$ cat src/rtl/tcw_pkg.sv
// Shared constants and types for the text console character writer.
`default_nettype none

package tcw_pkg;

  // Default screen geometry
  localparam int DEF_COLUMNS  = 80;
  localparam int DEF_ROWS     = 25;
  localparam int DEF_TAB_STEP = 4;

  // Character codes with special handling
  localparam logic [7:0] CH_BACKSPACE = 8'd8;
  localparam logic [7:0] CH_TAB       = 8'd9;
  localparam logic [7:0] CH_NEWLINE   = 8'd10;
  localparam logic [7:0] CH_VTAB      = 8'd11;
  localparam logic [7:0] CH_RETURN    = 8'd13;
  localparam logic [7:0] CH_SPACE     = 8'd32;

  // Colour register reset values
  localparam logic [7:0] RESET_NORMAL_COLOR = 8'hF0;
  localparam logic [7:0] RESET_ERROR_COLOR  = 8'hF4;

  // Request kinds carried on tuser
  localparam logic CMD_PUT  = 1'b0;
  localparam logic CMD_READ = 1'b1;

  // Configuration register indexes
  localparam int         CFG_AW           = 1;
  localparam logic [0:0] REG_NORMAL_COLOR = 1'b0;
  localparam logic [0:0] REG_ERROR_COLOR  = 1'b1;

  // Field widths
  localparam int CHAR_W      = 8;
  localparam int COLOR_W     = 8;
  localparam int IDX_W       = 11;
  localparam int ROW_OUT_W   = 5;
  localparam int COL_OUT_W   = 7;
  localparam int OFF_OUT_W   = 11;
  localparam int CELL_W      = 16;
  localparam int IN_TDATA_W  = 24;
  localparam int OUT_TDATA_W = 40;

  // Write decision for one put request
  typedef struct packed {
    logic wr_en;     // a cell is written
    logic wr_blank;  // written cell is a space rather than the character
    logic scroll;    // cursor ran off the last row
  } tcw_put_t;

endpackage

`default_nettype wire

$ cat src/rtl/tcw_top_dummy_placeholder.sv
// Request sequencing for the text console writer: clear, blank and result stages.
`default_nettype none

module tcw_ctrl
  import tcw_pkg::*;
#(
  parameter int COLUMNS = DEF_COLUMNS,
  parameter int ROWS    = DEF_ROWS
) (
  input  wire logic                                clk,
  input  wire logic                                rst,
  input  wire logic                                accept,
  input  wire logic                                put_scroll,
  input  wire logic                                out_free,
  output logic                                     ready,
  output logic                                     load,
  output logic                                     clearing,
  output logic                                     blanking,
  output logic [$clog2(COLUMNS*ROWS)-1:0]          cnt
);

  localparam int CELLS = COLUMNS * ROWS;
  localparam int AW    = $clog2(CELLS);

  localparam logic [1:0] ST_CLEAR = 2'd0;
  localparam logic [1:0] ST_IDLE  = 2'd1;
  localparam logic [1:0] ST_BLANK = 2'd2;
  localparam logic [1:0] ST_DONE  = 2'd3;

  logic [1:0] state;

  // sequencer
  always_ff @(posedge clk) begin
    if (rst) begin
      state <= ST_CLEAR;
      cnt   <= '0;
    end else begin
      case (state)
        ST_CLEAR: begin
          cnt <= cnt + 1'b1;
          if (cnt == AW'(CELLS - 1)) begin
            state <= ST_IDLE;
            cnt   <= '0;
          end
        end
        ST_IDLE: begin
          if (accept) begin
            cnt   <= '0;
            state <= put_scroll ? ST_BLANK : ST_DONE;
          end
        end
        ST_BLANK: begin
          cnt <= cnt + 1'b1;
          if (cnt == AW'(COLUMNS - 1)) begin
            state <= ST_DONE;
          end
        end
        ST_DONE: begin
          if (out_free) begin
            state <= ST_IDLE;
          end
        end
        default: begin
          state <= ST_IDLE;
        end
      endcase
    end
  end

  assign ready    = (state == ST_IDLE);
  assign load     = (state == ST_DONE) && out_free;
  assign clearing = (state == ST_CLEAR);
  assign blanking = (state == ST_BLANK);

  // one request at a time
  a_one_at_a_time: assert property (@(posedge clk) disable iff (rst)
    accept |=> !ready)
    else $error("request taken while previous one in progress");

  // results come only from the result stage
  a_load_from_done: assert property (@(posedge clk) disable iff (rst)
    load |-> $past(state) == ST_IDLE || $past(state) == ST_BLANK
          || $past(state) == ST_DONE)
    else $error("result loaded outside request sequence");

endmodule

`default_nettype wire

$ cat config.mk
export PLATFORM = sky130hd
export DESIGN_NAME = tcw_ctrl
export DESIGN_NICKNAME = d
export VERILOG_FILES = /design/src/rtl/tcw_pkg.sv /design/src/rtl/tcw_top_dummy_placeholder.sv
export SDC_FILE = /design/constraint.sdc
export NUM_CORES = 1
export LEC_CHECK = 0
export ABC_AREA = 0
export BUFFER_PORTS_ARGS = -buffer_cell sky130_fd_sc_hd__buf_2
export CAP_MARGIN = 20
export CORE_AREA = 3 3 42 44
export CTS_CLUSTER_DIAMETER = 200
export DETAILED_ROUTE_END_ITERATION = 8
export DIE_AREA = 0 0 45 47
export GPL_TIMING_DRIVEN = 0
export PLACE_DENSITY_LB_ADDON = 0.25
export SYNTH_ARGS = -nofsm -noshare
export SYNTH_HDL_FRONTEND = slang
export SYNTH_SLANG_ARGS = --single-unit
export TNS_END_PERCENT = 1
$ cat constraint.sdc
create_clock -name clk -period 4.88 [get_ports clk]
set_clock_uncertainty 0.15 [all_clocks]
set_input_delay 0.244 -clock clk [delete_from_list [all_inputs] [get_ports clk]]
set_output_delay 0.244 -clock clk [all_outputs]
set_load 0.05 [all_outputs]
# Yosys cells after proc, flatten, opt, wreduce, memory -nomap -nowiden
# Index checks and enable logic that the tools add are counted.
# op_classes
addsub	1
mux	9
n_reduce_logical	5
n_eq_ne	9
# ops
op	n
$pmux 11 s3	1
$mux 11	2
$add 11x1->11 const B	1
$eq 11x11->1 const B	1
$eq 11x7->1 const B	1
$mux 2	4
$pmux 2 s4	1
$eq 2x2->1 const B	2
$ne 2x1->1 const B	2
$ne 2x2->1 const B	2
$reduce_and 4->1	1
$reduce_bool 3->1	1
$eq 2x1->1 const B	1
$logic_not 2->1	1
$reduce_and 2->1	1
$logic_and 1x1->1	1
$mux 1	1
# word_totals
regBits	13
input_bits	5
output_inout_bits	15
wordCells	26

# Longest topological paths before layout
# Gate-level depths: netlist of the first run.
# logic_depth
ltp_word	3
ltp_mapped	7
depth_no_buf	6

# Worst setup path before layout of the first run
# Ideal clock, no wire load.
# synth_path
path_kind	register to register
startpoint	register state[1]
endpoint	register cnt[9]
path_buffers	0
stages_incl_launch_ff	7
required_ns	4.660
setup_ns	0.070
synth_period_minus_slack_ns	2.217
arrival_time_ns	1.997
slack_ns	2.663
cell_sequence	dfxtp_1 > inv_1 > ha_1 > nor2b_4 > or4b_4 > or3_1 > a21oi_1
# synth_via
elab_chain_cells	3
word_cells_on_any_way	7
cone_classes	eq/ne: 3; mux: 1; reduce/logical: 3
# synth_rtl
element	line_no	text
start: declaration	tcw_top_dummy_placeholder.sv:30	logic [1:0] state;
start signal: assignment	tcw_top_dummy_placeholder.sv:49	state <= put_scroll ? ST_BLANK : ST_DONE;
$eq 2x1->1 (*)	n/a	
named net ready	tcw_top_dummy_placeholder.sv:15	output logic ready,
$ne 2x2->1 (no source line) or $reduce_bool 3->1 (tied branches)	n/a	
$reduce_and 2->1 (no source line)	n/a	
end signal: assignment	tcw_top_dummy_placeholder.sv:40	cnt <= cnt + 1'b1;
end signal: assignment	tcw_top_dummy_placeholder.sv:53	cnt <= cnt + 1'b1;
end: declaration	tcw_top_dummy_placeholder.sv:19	output logic [$clog2(COLUMNS*ROWS)-1:0] cnt
# The timed path passes the listed nets; every way through them passes the cells marked *.
# A chain may end at the register's enable or synchronous reset.

# Worst setup path after layout of the first run
# layout_path
startpoint	register state[1]
endpoint	register cnt[9]
# layout_via
elab_chain_cells	3
word_cells_on_any_way	7
cone_classes	eq/ne: 3; mux: 1; reduce/logical: 3
# layout_rtl
element	line_no	text
$eq 2x1->1 (tied with other cells)	tcw_top_dummy_placeholder.sv:38	case (state)
$ne 2x2->1 (no source line) or $reduce_bool 3->1 (tied branches)	n/a	
$reduce_and 2->1 (no source line)	n/a	
# Parallel ways exist; a longest one is shown, timed or not.

==> flow_summary.toml, run 1 <==
[floorplan]
rows = 14
die_x_um = 45
io_pins = 20
dieArea_mm2 = 0.00212
core_area_mm2 = 0.00147
start_util = 0.509
chipHeight_um = 47

[sta]
fin_crit_ns = 2.09
slew_viol_final = 0
setup_viol = 0
worst_pin_slew_ns = 0.654
fmax_mhz = 479
whs_ns = 0.0265
hold_viol = 0
slew_headroom = 0.558
min_period_over_period = 0.428
rsz0062_at_grt = "false"
tns_ns = 0

[cells_and_area]
area_growth_pct = 18.9
finish.utilization = 0.605
fillCellCount = 140
final_cell_area_um2 = 890
nets = 119
n_antenna_cell = 0
drive_above_1_share = 0.278

[cts]
cts_hold_buf = 0
cts_buffer_depth = 2
clock_sink_count = 13
clock_latency_ns = 0.27
cts_tree = "done"
htreeDepth = 1
cts_root_buffer = "clkbuf_4"
cts_made_buffers = 3
cts_resized = 0
clk_pin_slew_ns = 0.08
cts_setup_buffers = 0

[setup_path]
cp.arrival_ns = 2.15
cp.required_ns = 4.94
r2r_cells = 6
path_max_fanout = 7
end_kind = "register"
start_kind = "register"
crit_type = "register to register"

[yosys]
syn_inst = 85
synth_fp_nets = 95
yosys.cell_types.count = 34
postSynthAreaPerCell_um2 = 8.80
syn_area_um2 = 748
ys_ff_latch = 13
synth_seq_area_share = 0.348
ys_warn_count = 0

[min_path]
min_path_type = "input port to register"
whs_path_depth = 2

[power]
power_leakage_nw = 0.370
power_density_mw_per_mm2 = 397
ir_worst_vdd_v = 0.000259

[route]
routedWlPerCell_um = 12.4
firstDrtPassIters = 2
viasPerCell = 5.47
ant_nets = 0
drc = 0
routed_wl_um = 1540
drt_iter0_drc = 8
num_vias = 678

[place]
io_buffers = 19
place_area_um2 = 863
place_hpwl_um = 1230
gp_congestion = 0.858

[job]
cap_violations = 0

[global_route]
antenna_found_initial = 0
grt_overflow = 0
grt_pass1_vias = 629
grt_pass1_wl_um = 2670
grt_usage = 0.169
grt_start_max_net_pins = 11

[status]
status = "finished clean"
==> sequential cells by signal (all words and copies together) (netlist names) <==
signal / cells
cnt: 11
state: 2
==> layout by cell type, fill, tap and decap left out, types with 2 or more instances in the layout <==
cell type / n
nand3_1: 4
a21oi_1: 6
buf_4: 2
or3_1: 3
nor3_1: 2
dfxtp_1: 13
nand2_1: 3
ha_1: 5
nand4_1: 3
xnor2_1: 5
o31ai_1: 2
inv_1: 6
o21ai_0: 4
buf_2: 19
clkbuf_4: 3
nor2_1: 7
==> Yosys cell counts, drive strengths merged <==
cell type,n,area share
nand2,3,0.015
inv,6,0.030
and2,1,0.010
or3b,1,0.012
or3,3,0.025
a31oi,1,0.0084
ha,5,0.084
nand3,4,0.027
or2b,1,0.010
and3,1,0.0084
a21o,1,0.010
nor3,2,0.013
a21oi,6,0.040
o21a,1,0.010
dfxtp,13,0.35
xnor2,5,0.059
or4,1,0.010
nand2b,1,0.0084
nand4,3,0.025
nor2b,2,0.027
and4,1,0.012
nor4b,1,0.012
a31o,1,0.012
xor2,1,0.012
nor2,7,0.035
a211oi,1,0.017
o21ai,4,0.027
buf,2,0.020
or4b,1,0.018
o41ai,1,0.012
nor4,1,0.0084
o31ai,3,0.037
==> worst max-delay path, stage by stage, from the launching register on <==
cell and delay [ns]:
dfxtp_1 0.36, inv_1 0.09, ha_1 0.23, nor2b_4 0.16, or4b_4 0.54, or3_1 0.36
a21oi_1 0.13
==> power breakdown <==
group / switching [mW] / leakage [nW] / internal, mW
registers: 0.0138 / 0.105 / 0.119
logic: 0.105 / 0.249 / 0.0489
clock network: 0.0338 / 0.0150 / 0.0316
total: 0.153 / 0.370 / 0.200
==> stage by stage <==
stage	worst slack, ns	instances	power (mW)
6_report	2.79	124	0.353
5_1_grt	2.65	124	0.375
4_1_cts	2.78	124	0.356
3_5_place_dp	2.80	120	0.291
3_3_place_gp	2.85	120	0.287
2_1_floorplan	2.66	85	0.260
==> cells by family (layout without fill, tap and decap cells) <==
family | Yosys count | count (layout) | share of synthesized area
adders and majority gates | 5 | 5 | 0.0836
AOI/OAI and AO/OA | 19 | 19 | 0.172
buffers and inverters | 8 | 31 | 0.0502
xor gates and xnor gates | 6 | 6 | 0.0702
DFF | 13 | 13 | 0.348
and+or+nand+nor | 34 | 34 | 0.276
==> metal layers <==
| metal | part of all wire | wire length [um] | global-route usage |
|---|---|---|---|
| met5 | 0 | 0 | 0 |
| met4 | 0.0026 | 4 | 0.0702 |
| met3 | 0.042 | 64 | 0.0230 |
| met2 | 0.50 | 768 | 0.302 |
| met1 | 0.45 | 699 | 0.204 |
==> worst paths after layout <==
check | end | from | slack [ns]
max | cnt[9]$_SDFFE_PP0P_ | state[1]$_SDFFE_PP0P_ | 2.79
min | state[0]$_SDFFE_PP0P_ | rst | 0.03
max reg2reg | cnt[9]$_SDFFE_PP0P_ | state[1]$_SDFFE_PP0P_ | 2.79
min reg2reg | cnt[1]$_SDFFE_PP0P_ | cnt[1]$_SDFFE_PP0P_ | 0.38
==> final cells by class <==
cell class | count | area [um2] | share of cell area
buffer | 2 | 15.0 | 0.0169
clock buffer | 4 | 26.3 | 0.0295
inverter | 6 | 22.5 | 0.0253
multi-input combinational | 64 | 450 | 0.506
sequential | 13 | 260 | 0.293
tap | 16 | 20.0 | 0.0225
timing repair buffer | 19 | 95.1 | 0.107
Power figures use the tool's default switching activity.
==> run 2: changes to the inputs <==
- CORE_AREA: 3 3 42 44 -> 3 3 43 45
- DIE_AREA: 0 0 45 47 -> 0 0 46 48
- clock period: 4.88 -> 2.15 ns (I/O delays scaled with it)
==> run 2 against run 1 <==
Core utilization shrank 0.49 points. Non-clock buffer count is 1 higher. Register-to-register slack got worse by 2.7 ns. Sequential cell count stayed put. Wire length rose by 2.4%. Critical path type unchanged. Largest power group unchanged. Highest routed layer unchanged.
==> flow_summary.toml, run 2 (synthesis results as in run 1) <==
[status]
status = "finished clean"

[cells_and_area]
n_antenna_cell = 0
layout_common_cells = "buf_2 (19), dfxtp_1 (12), nor2_1 (7)"
finish.utilization = 0.600
reg.largest.list = "cnt x11, state x2"
area_growth_pct = 20.7
top_register = "cnt"
final_common_cell = "buf_2"
largest_reg_flops = 11
drive_above_1_share = 0.294
nets = 120

[global_route]
grt_usage = 0.164
grt_pass1_vias = 625
grt_start_max_net_pins = 11
grt_overflow = 0
antenna_found_initial = 0
grt_pass1_wl_um = 2630

[power]
power_density_mw_per_mm2 = 897
power_leakage_nw = 0.373
ir_worst_vdd_v = 0.000625

[cts]
cts_root_buffer = "clkbuf_4"
cts_setup_buffers = 0
cts_buffer_depth = 2
clock_sink_count = 13
htreeDepth = 1
cts_made_buffers = 3
clock_latency_ns = 0.27
clk_pin_slew_ns = 0.08
cts_tree = "done"

[setup_path]
path_max_fanout = 7
crit_chain = "inv_1 > ha_2 > nor2b_4 > or4b_4 > or3_1 > a21oi_1"
cp.arrival_ns = 2.09
worst-r2r-setup-slack_ns = 0.12
r2r_cells = 6
r2r_end = "cnt[9]$_SDFFE_PP0P_"
crit_type = "register to register"
start_kind = "register"
r2r_start = "state[1]$_SDFFE_PP0P_"
cp.required_ns = 2.21
cp.buffers_inverters = 1
cp_top_family = "simple AND/OR/NAND/NOR gates"
end_kind = "register"
max_stage_delay_ns = 0.55
cp_slowest_cell = "or4b_4"

[route]
drt_iter0_drc = 14
viasPerCell = 5.53
routedWlPerCell_um = 12.6
drc = 0
num_vias = 691
routed_wl_um = 1570
firstDrtPassIters = 4
ant_nets = 0

[floorplan]
start_util = 0.497
rows = 14
die_x_um = 46
chipHeight_um = 48
io_pins = 20
core_area_mm2 = 0.00151
dieArea_mm2 = 0.00221

[min_path]
whs_path_depth = 4
min_to = "state[0]$_SDFFE_PP0P_"
min_path_type = "input port to register"
min_from = "put_scroll"

[sta]
rsz0062_at_grt = "false"
hold_viol = 0
slew_viol_final = 0
fin_crit_ns = 2.03
tns_ns = 0
worst_pin_slew_ns = 0.670
fmax_mhz = 493
min_period_over_period = 0.944
slew_headroom = 0.547
setup_viol = 0

[place]
gp_congestion = 0.861
io_buffers = 19
place_hpwl_um = 1190

[job]
cap_violations = 0
## run 2: changes by cell type in the layout (fill, tap and decap cells not counted)
cell,change
dlygate4sd3_1,+1
ha_2,+1
dfxtp_2,+1
dfxtp_1,-1
ha_1,-1
## run 2: layer usage
layer / up-vias / global-route usage / share of wire
li1: 355 / - / -
met1: 316 / 0.205 / 0.47
met2: 18 / 0.277 / 0.48
met3: 2 / 0.0226 / 0.051
met4: 0 / 0.0795 / 0.0038
met5: - / 0 / 0
## run 2: what timing repair did
item | CTS | global route
resized for setup | 0 | 1
endpoints found under the setup margin | 0 | 1
endpoints found under the hold margin | 3 | 0
hold buffers | 1 | 0
## run 2: worst min-delay path: cells and delay by family
family,cells,cell delay [ns]
AO/OA/AOI/OAI,2,0.24
buffers and inverters,2,0.11
## run 2: power breakdown
part | internal (mW) | switching (mW) | total, mW
logic | 0.114 | 0.241 | 0.355
clock network | 0.0718 | 0.0784 | 0.150
registers | 0.271 | 0.0339 | 0.305
total | 0.457 | 0.353 | 0.810
## run 2: per-stage QoR
stage	hold slack (ns)	power (mW)	instance area [um2]	instances	setup WS (ns)
2_1_floorplan	0.0221	0.593	751	85	0.0364
3_3_place_gp	0.171	0.653	866	120	0.148
3_5_place_dp	0.179	0.663	866	120	0.0950
4_1_cts	0.0716	0.816	902	125	0.0738
5_1_grt	0.0848	0.864	903	125	0.0145
6_report	0.0700	0.810	903	125	0.121
## run 2: area by class of cell
cell class	count	area, um2
fill	154	603
buffer	2	15.0
sequential	13	262
multi-input combinational	64	453
inverter	6	22.5
timing repair buffer	20	105
tap	16	20.0
clock buffer	4	26.3
## run 2: worst max-delay path by stage
stage | to | depth (start not counted) | startpoint | slack (ns)
final | cnt[9]$_SDFFE_PP0P_ | 6 | state[1]$_SDFFE_PP0P_ | 0.12
after global routing | cnt[9]$_SDFFE_PP0P_ | 6 | state[1]$_SDFFE_PP0P_ | 0.01
after CTS | cnt[9]$_SDFFE_PP0P_ | 6 | state[1]$_SDFFE_PP0P_ | 0.07
after detailed placement | cnt[9]$_SDFFE_PP0P_ | 6 | state[1]$_SDFFE_PP0P_ | 0.1
after global placement | cnt[9]$_SDFFE_PP0P_ | 6 | state[1]$_SDFFE_PP0P_ | 0.15
after floorplan | cnt[10]$_SDFFE_PP0P_ | 5 | cnt[0]$_SDFFE_PP0P_ | 0.04
