## config.mk

```make
export PLATFORM = sky130hd
export DESIGN_NAME = tcw_cursor
export DESIGN_NICKNAME = d
export VERILOG_FILES = /design/src/rtl/tcw_pkg.sv /design/src/rtl/tcw_cursor.sv
export SDC_FILE = /design/constraint.sdc
export NUM_CORES = 1
export LEC_CHECK = 0
export BUFFER_PORTS_ARGS = -buffer_cell sky130_fd_sc_hd__buf_2
export CAP_MARGIN = 20
export CELL_PAD_IN_SITES_DETAIL_PLACEMENT = 1
export CELL_PAD_IN_SITES_GLOBAL_PLACEMENT = 2
export CORE_MARGIN = 2
export CORE_UTILIZATION = 32
export CTS_CLUSTER_DIAMETER = 60
export CTS_CLUSTER_SIZE = 24
export DETAILED_ROUTE_END_ITERATION = 7
export GPL_TIMING_DRIVEN = 0
export PLACE_DENSITY_LB_ADDON = 0.1
export SLEW_MARGIN = 25
export SYNTH_ARGS = -nofsm -noshare
export SYNTH_HDL_FRONTEND = slang
export SYNTH_SLANG_ARGS = --single-unit
```

## constraint.sdc

```tcl
create_clock -name clk -period 4.15 [get_ports clk]
set_input_delay 0.2075 -clock clk [delete_from_list [all_inputs] [get_ports clk]]
set_output_delay 0.2075 -clock clk [all_outputs]
set_load 0.02 [all_outputs]
```

## src/rtl/tcw_pkg.sv

```systemverilog
// Shared constants and types for the text console character writer.
`default_nettype none

package tcw_pkg;

  // Default screen geometry
  localparam int DEF_COLUMNS  = 80;
  localparam int DEF_ROWS     = 25;
  localparam int DEF_TAB_STEP = 4;

  // Character codes with special handling
  localparam logic [7:0] CH_BACKSPACE = 8'd8;
  localparam logic [7:0] CH_TAB       = 8'd9;
  localparam logic [7:0] CH_NEWLINE   = 8'd10;
  localparam logic [7:0] CH_VTAB      = 8'd11;
  localparam logic [7:0] CH_RETURN    = 8'd13;
  localparam logic [7:0] CH_SPACE     = 8'd32;

  // Colour register reset values
  localparam logic [7:0] RESET_NORMAL_COLOR = 8'hF0;
  localparam logic [7:0] RESET_ERROR_COLOR  = 8'hF4;

  // Request kinds carried on tuser
  localparam logic CMD_PUT  = 1'b0;
  localparam logic CMD_READ = 1'b1;

  // Configuration register indexes
  localparam int         CFG_AW           = 1;
  localparam logic [0:0] REG_NORMAL_COLOR = 1'b0;
  localparam logic [0:0] REG_ERROR_COLOR  = 1'b1;

  // Field widths
  localparam int CHAR_W      = 8;
  localparam int COLOR_W     = 8;
  localparam int IDX_W       = 11;
  localparam int ROW_OUT_W   = 5;
  localparam int COL_OUT_W   = 7;
  localparam int OFF_OUT_W   = 11;
  localparam int CELL_W      = 16;
  localparam int IN_TDATA_W  = 24;
  localparam int OUT_TDATA_W = 40;

  // Write decision for one put request
  typedef struct packed {
    logic wr_en;     // a cell is written
    logic wr_blank;  // written cell is a space rather than the character
    logic scroll;    // cursor ran off the last row
  } tcw_put_t;

endpackage

`default_nettype wire

```

## src/rtl/tcw_cursor.sv

```systemverilog
// Cursor position, row base pointers and screen address mapping.
`default_nettype none

module tcw_cursor
  import tcw_pkg::*;
#(
  parameter int COLUMNS  = DEF_COLUMNS,
  parameter int ROWS     = DEF_ROWS,
  parameter int TAB_STEP = DEF_TAB_STEP
) (
  input  wire logic                                   clk,
  input  wire logic                                   rst,
  input  wire logic                                   put_en,
  input  wire logic [CHAR_W-1:0]                      char_code,
  input  wire logic [IDX_W-1:0]                       read_index,
  output tcw_put_t                                    put,
  output logic [$clog2(COLUMNS*ROWS)-1:0]             wr_addr,
  output logic [$clog2(COLUMNS*ROWS)-1:0]             row_base,
  output logic [$clog2(COLUMNS*ROWS)-1:0]             read_addr,
  output logic                                        read_ok,
  output logic [ROW_OUT_W-1:0]                        cursor_row,
  output logic [COL_OUT_W-1:0]                        cursor_column,
  output logic [OFF_OUT_W-1:0]                        cursor_offset
);

  localparam int CELLS = COLUMNS * ROWS;
  localparam int AW    = $clog2(CELLS);
  localparam int RW    = $clog2(ROWS);
  localparam int CW    = $clog2(COLUMNS);
  localparam int XW    = CW + 5;   // room for column plus a tab step
  localparam int SW    = AW + 12;  // read index plus base

  logic [RW-1:0] row;
  logic [CW-1:0] col;
  logic [AW-1:0] row_start;  // logical offset of cursor row
  logic [AW-1:0] row_phys;   // physical address of cursor row
  logic [AW-1:0] base_off;   // physical address of logical row 0

  logic [XW-1:0] col_x;
  logic          row_inc;
  logic          row_dec;
  tcw_put_t      put_c;
  logic [AW-1:0] wr_addr_c;
  logic [AW-1:0] phys_up;
  logic [AW-1:0] phys_dn;
  logic [AW-1:0] base_up;
  logic [SW-1:0] rsum;
  logic [SW-1:0] rwrap;
  logic [RW+ROW_OUT_W-1:0] row_x;
  logic [CW+COL_OUT_W-1:0] col_ox;
  logic [AW+OFF_OUT_W-1:0] off_x;

  // cursor movement and target cell for one put request
  always_comb begin
    col_x     = XW'(col);
    row_inc   = 1'b0;
    row_dec   = 1'b0;
    put_c     = '0;
    wr_addr_c = row_phys + AW'(col);
    case (char_code)
      CH_NEWLINE: begin
        col_x   = '0;
        row_inc = 1'b1;
      end
      CH_TAB: begin
        col_x = XW'(col) + XW'(TAB_STEP);
      end
      CH_VTAB: begin
        row_inc = 1'b1;
      end
      CH_RETURN: begin
        col_x = '0;
      end
      CH_BACKSPACE: begin
        if (col == '0) begin
          // at the top-left corner nothing happens
          if (row != '0) begin
            row_dec        = 1'b1;
            col_x          = XW'(COLUMNS - 1);
            put_c.wr_en    = 1'b1;
            put_c.wr_blank = 1'b1;
            wr_addr_c      = (row_phys == '0) ? AW'(CELLS - 1) : row_phys - 1'b1;
          end
        end else begin
          col_x          = XW'(col) - 1'b1;
          put_c.wr_en    = 1'b1;
          put_c.wr_blank = 1'b1;
          wr_addr_c      = row_phys + AW'(col) - 1'b1;
        end
      end
      default: begin
        col_x       = XW'(col) + 1'b1;
        put_c.wr_en = 1'b1;
      end
    endcase
    // line wrap, tab included
    if (col_x >= XW'(COLUMNS)) begin
      col_x   = '0;
      row_inc = 1'b1;
    end
    put_c.scroll = row_inc && (row == RW'(ROWS - 1));
  end

  // circular row pointers
  always_comb begin
    phys_up = (row_phys >= AW'(CELLS - COLUMNS)) ? row_phys - AW'(CELLS - COLUMNS)
                                                 : row_phys + AW'(COLUMNS);
    phys_dn = (row_phys < AW'(COLUMNS)) ? row_phys + AW'(CELLS - COLUMNS)
                                        : row_phys - AW'(COLUMNS);
    base_up = (base_off >= AW'(CELLS - COLUMNS)) ? base_off - AW'(CELLS - COLUMNS)
                                                 : base_off + AW'(COLUMNS);
  end

  // cursor registers
  always_ff @(posedge clk) begin
    if (rst) begin
      row       <= '0;
      col       <= '0;
      row_start <= '0;
      row_phys  <= '0;
      base_off  <= '0;
    end else if (put_en) begin
      col <= col_x[CW-1:0];
      if (row_inc) begin
        row_phys <= phys_up;
        if (put_c.scroll) begin
          // scroll moves the ring base, the cursor stays on the last row
          base_off <= base_up;
        end else begin
          row       <= row + 1'b1;
          row_start <= row_start + AW'(COLUMNS);
        end
      end else if (row_dec) begin
        row       <= row - 1'b1;
        row_start <= row_start - AW'(COLUMNS);
        row_phys  <= phys_dn;
      end
    end
  end

  // read index to physical address
  always_comb begin
    rsum    = SW'(read_index) + SW'(base_off);
    rwrap   = (rsum >= SW'(CELLS)) ? rsum - SW'(CELLS) : rsum;
    read_ok = SW'(read_index) < SW'(CELLS);
  end

  // result fields, masked to their port widths
  always_comb begin
    row_x  = (RW + ROW_OUT_W)'(row);
    col_ox = (CW + COL_OUT_W)'(col);
    off_x  = (AW + OFF_OUT_W)'(row_start) + (AW + OFF_OUT_W)'(col);
  end

  assign put           = put_c;
  assign wr_addr       = wr_addr_c;
  assign row_base      = row_phys;
  assign read_addr     = rwrap[AW-1:0];
  assign cursor_row    = row_x[ROW_OUT_W-1:0];
  assign cursor_column = col_ox[COL_OUT_W-1:0];
  assign cursor_offset = off_x[OFF_OUT_W-1:0];

  // a scroll leaves the cursor on the last row
  a_scroll_last_row: assert property (@(posedge clk) disable iff (rst)
    put_en && put_c.scroll |=> row == RW'(ROWS - 1))
    else $error("cursor not on last row after scroll");

  // incremental row offset tracks the cursor row, column in range
  a_row_start: assert property (@(posedge clk) disable iff (rst)
    row_start == AW'(32'(row) * COLUMNS) && 32'(col) < COLUMNS)
    else $error("row offset out of step with cursor");

endmodule

`default_nettype wire

```

# After elaboration in Yosys (flattened, before gate mapping)
# Index checks and enable logic that the tools add are counted.
# W data, S select, Z words.
word_totals:
  ff_bits: 45
  out_inout_bits: 60
  wordCells: 77
  in_bits: 22
op_classes:
  n_reduce_logical: 11
  add_sub_neg: 19
  n_lt_le_gt_ge: 6
  n_mux: 29
  n_eq_ne: 7
op_table:
  columns: ["operator", "count"]
  rows:
  - ["$mux W11", 13]
  - ["$pmux W12 S4", 1]
  - ["$eq A8 B4 Y1 const B", 5]
  - ["$add A11 B7 Y11 const B", 3]
  - ["$sub A11 B11 Y11 const B", 3]
  - ["$add A11 B7 Y11", 2]
  - ["$ge A11 B11 Y1 const B", 2]
  - ["$sub A11 B1 Y11 const B", 2]
  - ["$sub A11 B7 Y11 const B", 2]
  - ["$mux W5", 3]
  - ["$mux W7", 2]
  - ["$add A11 B11 Y12", 1]
  - ["$ge A12 B11 Y1 const B", 1]
  - ["$ge A12 B7 Y1 const B", 1]
  - ["$mux W12", 1]
  - ["$add A11 B11 Y11 const B", 1]
  - ["$logic_not A11 Y1", 1]
  - ["$lt A11 B11 Y1 const B", 1]
  - ["$lt A11 B7 Y1 const B", 1]
  - ["$add A7 B1 Y8 const B", 1]
  - ["$add A7 B3 Y8 const B", 1]
  - ["$sub A7 B1 Y8 const B", 1]
  - ["$logic_not A7 Y1", 1]
  - ["$mux W1", 6]
  - ["13 further kinds", 16]

# Depth between registers and ports, before layout
logic_depth:
  depth_word: 9
  ltp_mapped: 16
  mapped_depth_nobuf: 15

# Worst setup path after synthesis
# OpenSTA, ideal clock, no wires.
synth_timing:
  path_type: "flip-flop to flip-flop"
  from: "register col[2] (netlist: cursor_column[2])"
  to: "register row_start[8]"
  required_ns: 4.027
  period_less_slack_ns: 3.819
  arrival_time_ns: 3.696
  setup_ns: 0.123
  setup_slack_ns: 0.331
  stages_incl_launch_ff: 16
  cell_sequence: "dfxtp_1 -> clkbuf_1 -> inv_1 -> ha_1 -> and2_1 -> nand4_1 -> nand2_1 -> o21ai_1 -> o221ai_2 -> nand2_4 -> xnor2_1 -> ha_1 -> o21a_1 -> or4_1 -> a211oi_2 -> mux2_1"
synth_between:
  elab_chain_len: 8
synth_rtl:
  columns: ["item", "line", "source"]
  rows:
  - ["start: declaration", "tcw_cursor.sv:34", "logic [CW-1:0] col;"]
  - ["start signal: assignment", "tcw_cursor.sv:123", "col <= col_x[CW-1:0];"]
  - ["$sub A7 B1 Y8, or another cell as far along", "tcw_cursor.sv:85", "col_x = XW'(col) - 1'b1;"]
  - ["$mux W12", "tcw_cursor.sv:75", "if (col == '0) begin"]
  - ["$pmux W12 S4", "tcw_cursor.sv:60", "case (char_code)"]
  - ["$ge A12 B7 Y1", "tcw_cursor.sv:97", "if (col_x >= XW'(COLUMNS)) begin"]
  - ["$mux W1", "tcw_cursor.sv:97", null]
  - ["$logic_and A1 B1 Y1", "tcw_cursor.sv:101", "put_c.scroll = row_inc && (row == RW'(ROWS - 1));"]
  - ["$ne A2 B2 Y1 (no source line)", null, null]
  - ["$reduce_and A3 Y1 (no source line)", null, null]
  - ["end signal: assignment", "tcw_cursor.sv:131", "row_start <= row_start + AW'(COLUMNS);"]
  - ["end signal: assignment", "tcw_cursor.sv:135", "row_start <= row_start - AW'(COLUMNS);"]
  - ["end: declaration", "tcw_cursor.sv:35", "logic [AW-1:0] row_start;"]
# Parallel ways exist; a longest one is shown, timed or not.
# A chain may end at the register's enable or synchronous reset.

# Worst setup path after layout
# Same ends and word-level chain as after synthesis.

==> results.cfg <==
[worst_hold_path]
whs_endpoint = base_off[10]
hp-start = put_en
hp-class = in2reg
hold_depth = 4

[worst_setup_path]
arrival_ps = 4120
slowest_stage = dfxtp_1
worstSetupEndpointType = flip-flop
start_kind = flip-flop
worst-r2r-cell-count = 15
ff2ff_setup_slack_ps = 200
crit_chain = clkbuf_4 > inv_1 > ha_1 > and2_1 > a21oi_1 > o21ai_0 > a31oi_2 > o221ai_4 > nand2_4 > xnor2_1 > ha_1 > o21a_1 > or4_1 > a211oi_2 > mux2_1
critPathMaxFanout = 10
crit_type = reg2reg
cp_slowest_stage_delay_ps = 450
worstReg2RegEnd = row_start[8]
r2r_start = cursor_column[2]
cp_common_cell = ha_1
critical_path.startpoint = cursor_column[2]
worst_ep_required_time_ps = 4320

[sta]
slew_headroom_pct = 35.5
rsz0062_at_grt = no
finalMaxSlewViolations = 0
layout_worst_path_cycle_share_pct = 95.3
setup_slack_ps = 197
holdWs_ps = 389
max_freq_mhz = 253
skew_ps = 3.48
setup-violations-final = 0
period_needed_ps = 3950
hold_viol = 0
tightest_slew_ps = 961

[yosys]
syn-mean-instance-area_sq_um = 7.35
yosys.area.top_type = dfxtp_1
async_reset_ff_share_pct = 0
ys_top_cells_by_area = dfxtp_1 16%, ha_1 8.9%, a21oi_1 6.1%
ys_types = 75
synth-edff-count = 0
synth-seq-cells = 33
synthCells = 572
synthFlopType = dfxtp_1
syn_area_sq_um = 4210
ys_warn_count = 0
ys_seq_area_share_pct = 15.7
synth_top_cell_area_share_pct = 15.7

[pwr]
p_per_area_nw_per_um2 = 188
peakVddDrop_mv = 0.165
p_leak_nw = 2.22

[detailed_routing]
drc = 0
routed_wl_mm = 14.6
post_drt_wl_per_cell_microns = 17.5
vias = 4563
drtIter0Drc = 181
dr.pass1.iters = 4
vias_per_cell = 5.47
antenna_left = 0

[clocking]
htree_num_levels = 2
clock_sinks = 33
cts_tree = yes
path_clk_slew_ps = 60
cts-root-buf = clkbuf_16
clockBufferDepth = 2
clk-insertion-delay-late_ps = 280
cts_hold_repair.buffers = 0
cts_made_buffers = 5

[die]
start_util_pct = 33.1
std_cell_rows = 41
die_w_microns = 119
die_h_microns = 119
core-area_sq_um = 12700
io_pins = 82
die_area_sq_um = 14100

[global_routing]
grt_pass1_wl_mm = 24.3
overflow = 0
grt_use_total_pct = 20.7
antenna_found_initial = 0
grt_max_degree = 11
grt_pass1_vias = 4649

[placement]
gp_congestion = 0.869
place_ws_ps = -364
portBuffers = 76
dp_hpwl_mm = 11.5

[outcome]
status = finished clean

[flow_run]
cap_violations = 0

[cells_and_area]
nNetsFinal = 716
layout-drive-gt1-share_pct = 22.7
antenna_cells = 0
areaGrowthSynthToFinish_pct = 19.8
fillerInstances = 1619
==> Yosys cell counts (6+ instances only) <==
library cell  instances
o31ai_1               6
mux2_2               13
dfxtp_1              33
o21ai_0              32
inv_1                27
nor2_1               49
xnor2_1              25
buf_4                13
a21o_1                6
nand3_1              18
o211ai_1              6
a211oi_1             10
nor4_1                6
a31oi_1               8
or4_1                 8
a21oi_1              51
nand4_1               6
nand2b_1             12
nor3_1               24
clkbuf_1             26
nor2b_1              17
or3_1                 7
ha_1                 30
nand2_1              39
xor2_1                8
==> cell usage in the layout (no fill, tap or decap), drive strengths merged, types with 4 or more instances in the layout <==
cell       n
ha        30
o31ai      6
clkbuf    33
a32oi      5
nand3     18
nand2     40
nor2      50
a21oi     51
xnor2     25
buf      100
or3        7
conb       4
a211oi    12
and3       4
nor2b     17
inv       28
a31oi      9
a311oi     4
o2111ai    4
or4       10
o21bai     4
o21ai     38
xor2       8
o221ai     4
a21o       6
o21a       5
mux2      15
nand2b    12
o211ai     6
nor4       7
nor3      26
dfxtp     33
nand4      6
==> per-layer routing <==
| metal | vias up | global-route usage, % | share of wire (%) |
|---|---|---|---|
| li1 | 2265 | - | - |
| met1 | 2190 | 27.6 | 48 |
| met2 | 90 | 35.5 | 48 |
| met3 | 18 | 2.61 | 3.0 |
| met4 | 0 | 4.24 | 1.1 |
| met5 | - | 0 | 0 |
==> sequential cells by signal, indices dropped and copies added, names as in the netlist <==
register       count
row_base           7
cursor_row         5
row_start          7
base_off           7
cursor_column      7
==> repair_timing <==
action | CTS | global route
buffers inserted | 1 | 2
gates resized for setup | 8 | 6
pin swaps | 1 | 1
endpoints found under the setup margin | 5 | 3
==> worst max-delay path by stage <==
stage / depth (start not counted) / slack [ps] / endpoint
after floorplan: 15 / 330 / row_start[8]
after detailed placement: 15 / -360 / row_start[8]
after global placement: 13 / -310 / row_start[8]
after CTS: 15 / 100 / row_start[8]
final: 15 / 200 / row_start[8]
after global routing: 16 / 5 / row_start[10]
==> logic make-up (layout without fill, tap and decap cells) <==
family / after synthesis / count (layout) / share of synthesized area [%]
fa+ha+maj: 33 / 33 / 10.4
buf+inv: 75 / 162 / 8.51
other cells: 1 / 4 / 0.0892
flops: 33 / 33 / 15.7
mux: 16 / 16 / 4.25
simple gates: 207 / 207 / 25.5
xor+xnor: 33 / 33 / 6.87
compound gates: 174 / 174 / 28.7
==> through the flow <==
step	utilization (%)	instance area, sq um	TNS [ps]	instances	power (mW)
2_1_floorplan	-	4220	0	575	0.478
3_3_place_gp	37.8	4810	-941	823	0.541
3_5_place_dp	37.8	4810	-1110	823	0.546
4_1_cts	39.4	5010	0	832	0.947
5_1_grt	39.6	5040	0	834	0.989
6_report	39.6	5040	0	834	0.946
==> where the power goes <==
group	internal [mW]	switching [mW]
Sequential	0.320	0.00498
Clock	0.254	0.146
Combinational	0.0801	0.140
Total	0.654	0.291
==> final cells by class <==
class	count	area, sq um	share of cell area [%]
clock buffers	7	153	3.03
multi-input cells	467	3230	64.2
plain buffers	47	262	5.19
clock inverters	1	5.00	0.0994
flip-flops and latches	33	662	13.1
well taps	172	215	4.27
inverters	28	105	2.09
repair buffers	79	403	8.00
==> critical path, delay by kind of cell, from the launching register on <==
| family | cells | cell delay (ps) |
|---|---|---|
| xor gates and xnor gates | 1 | 90 |
| AOI/OAI and AO/OA | 6 | 1240 |
| muxes | 1 | 330 |
| adders and majority gates | 2 | 530 |
| and+or+nand+nor | 3 | 810 |
| DFF | 1 | 450 |
| buffers and inverters | 2 | 380 |
No activity file was read; power rests on OpenSTA's default activity.
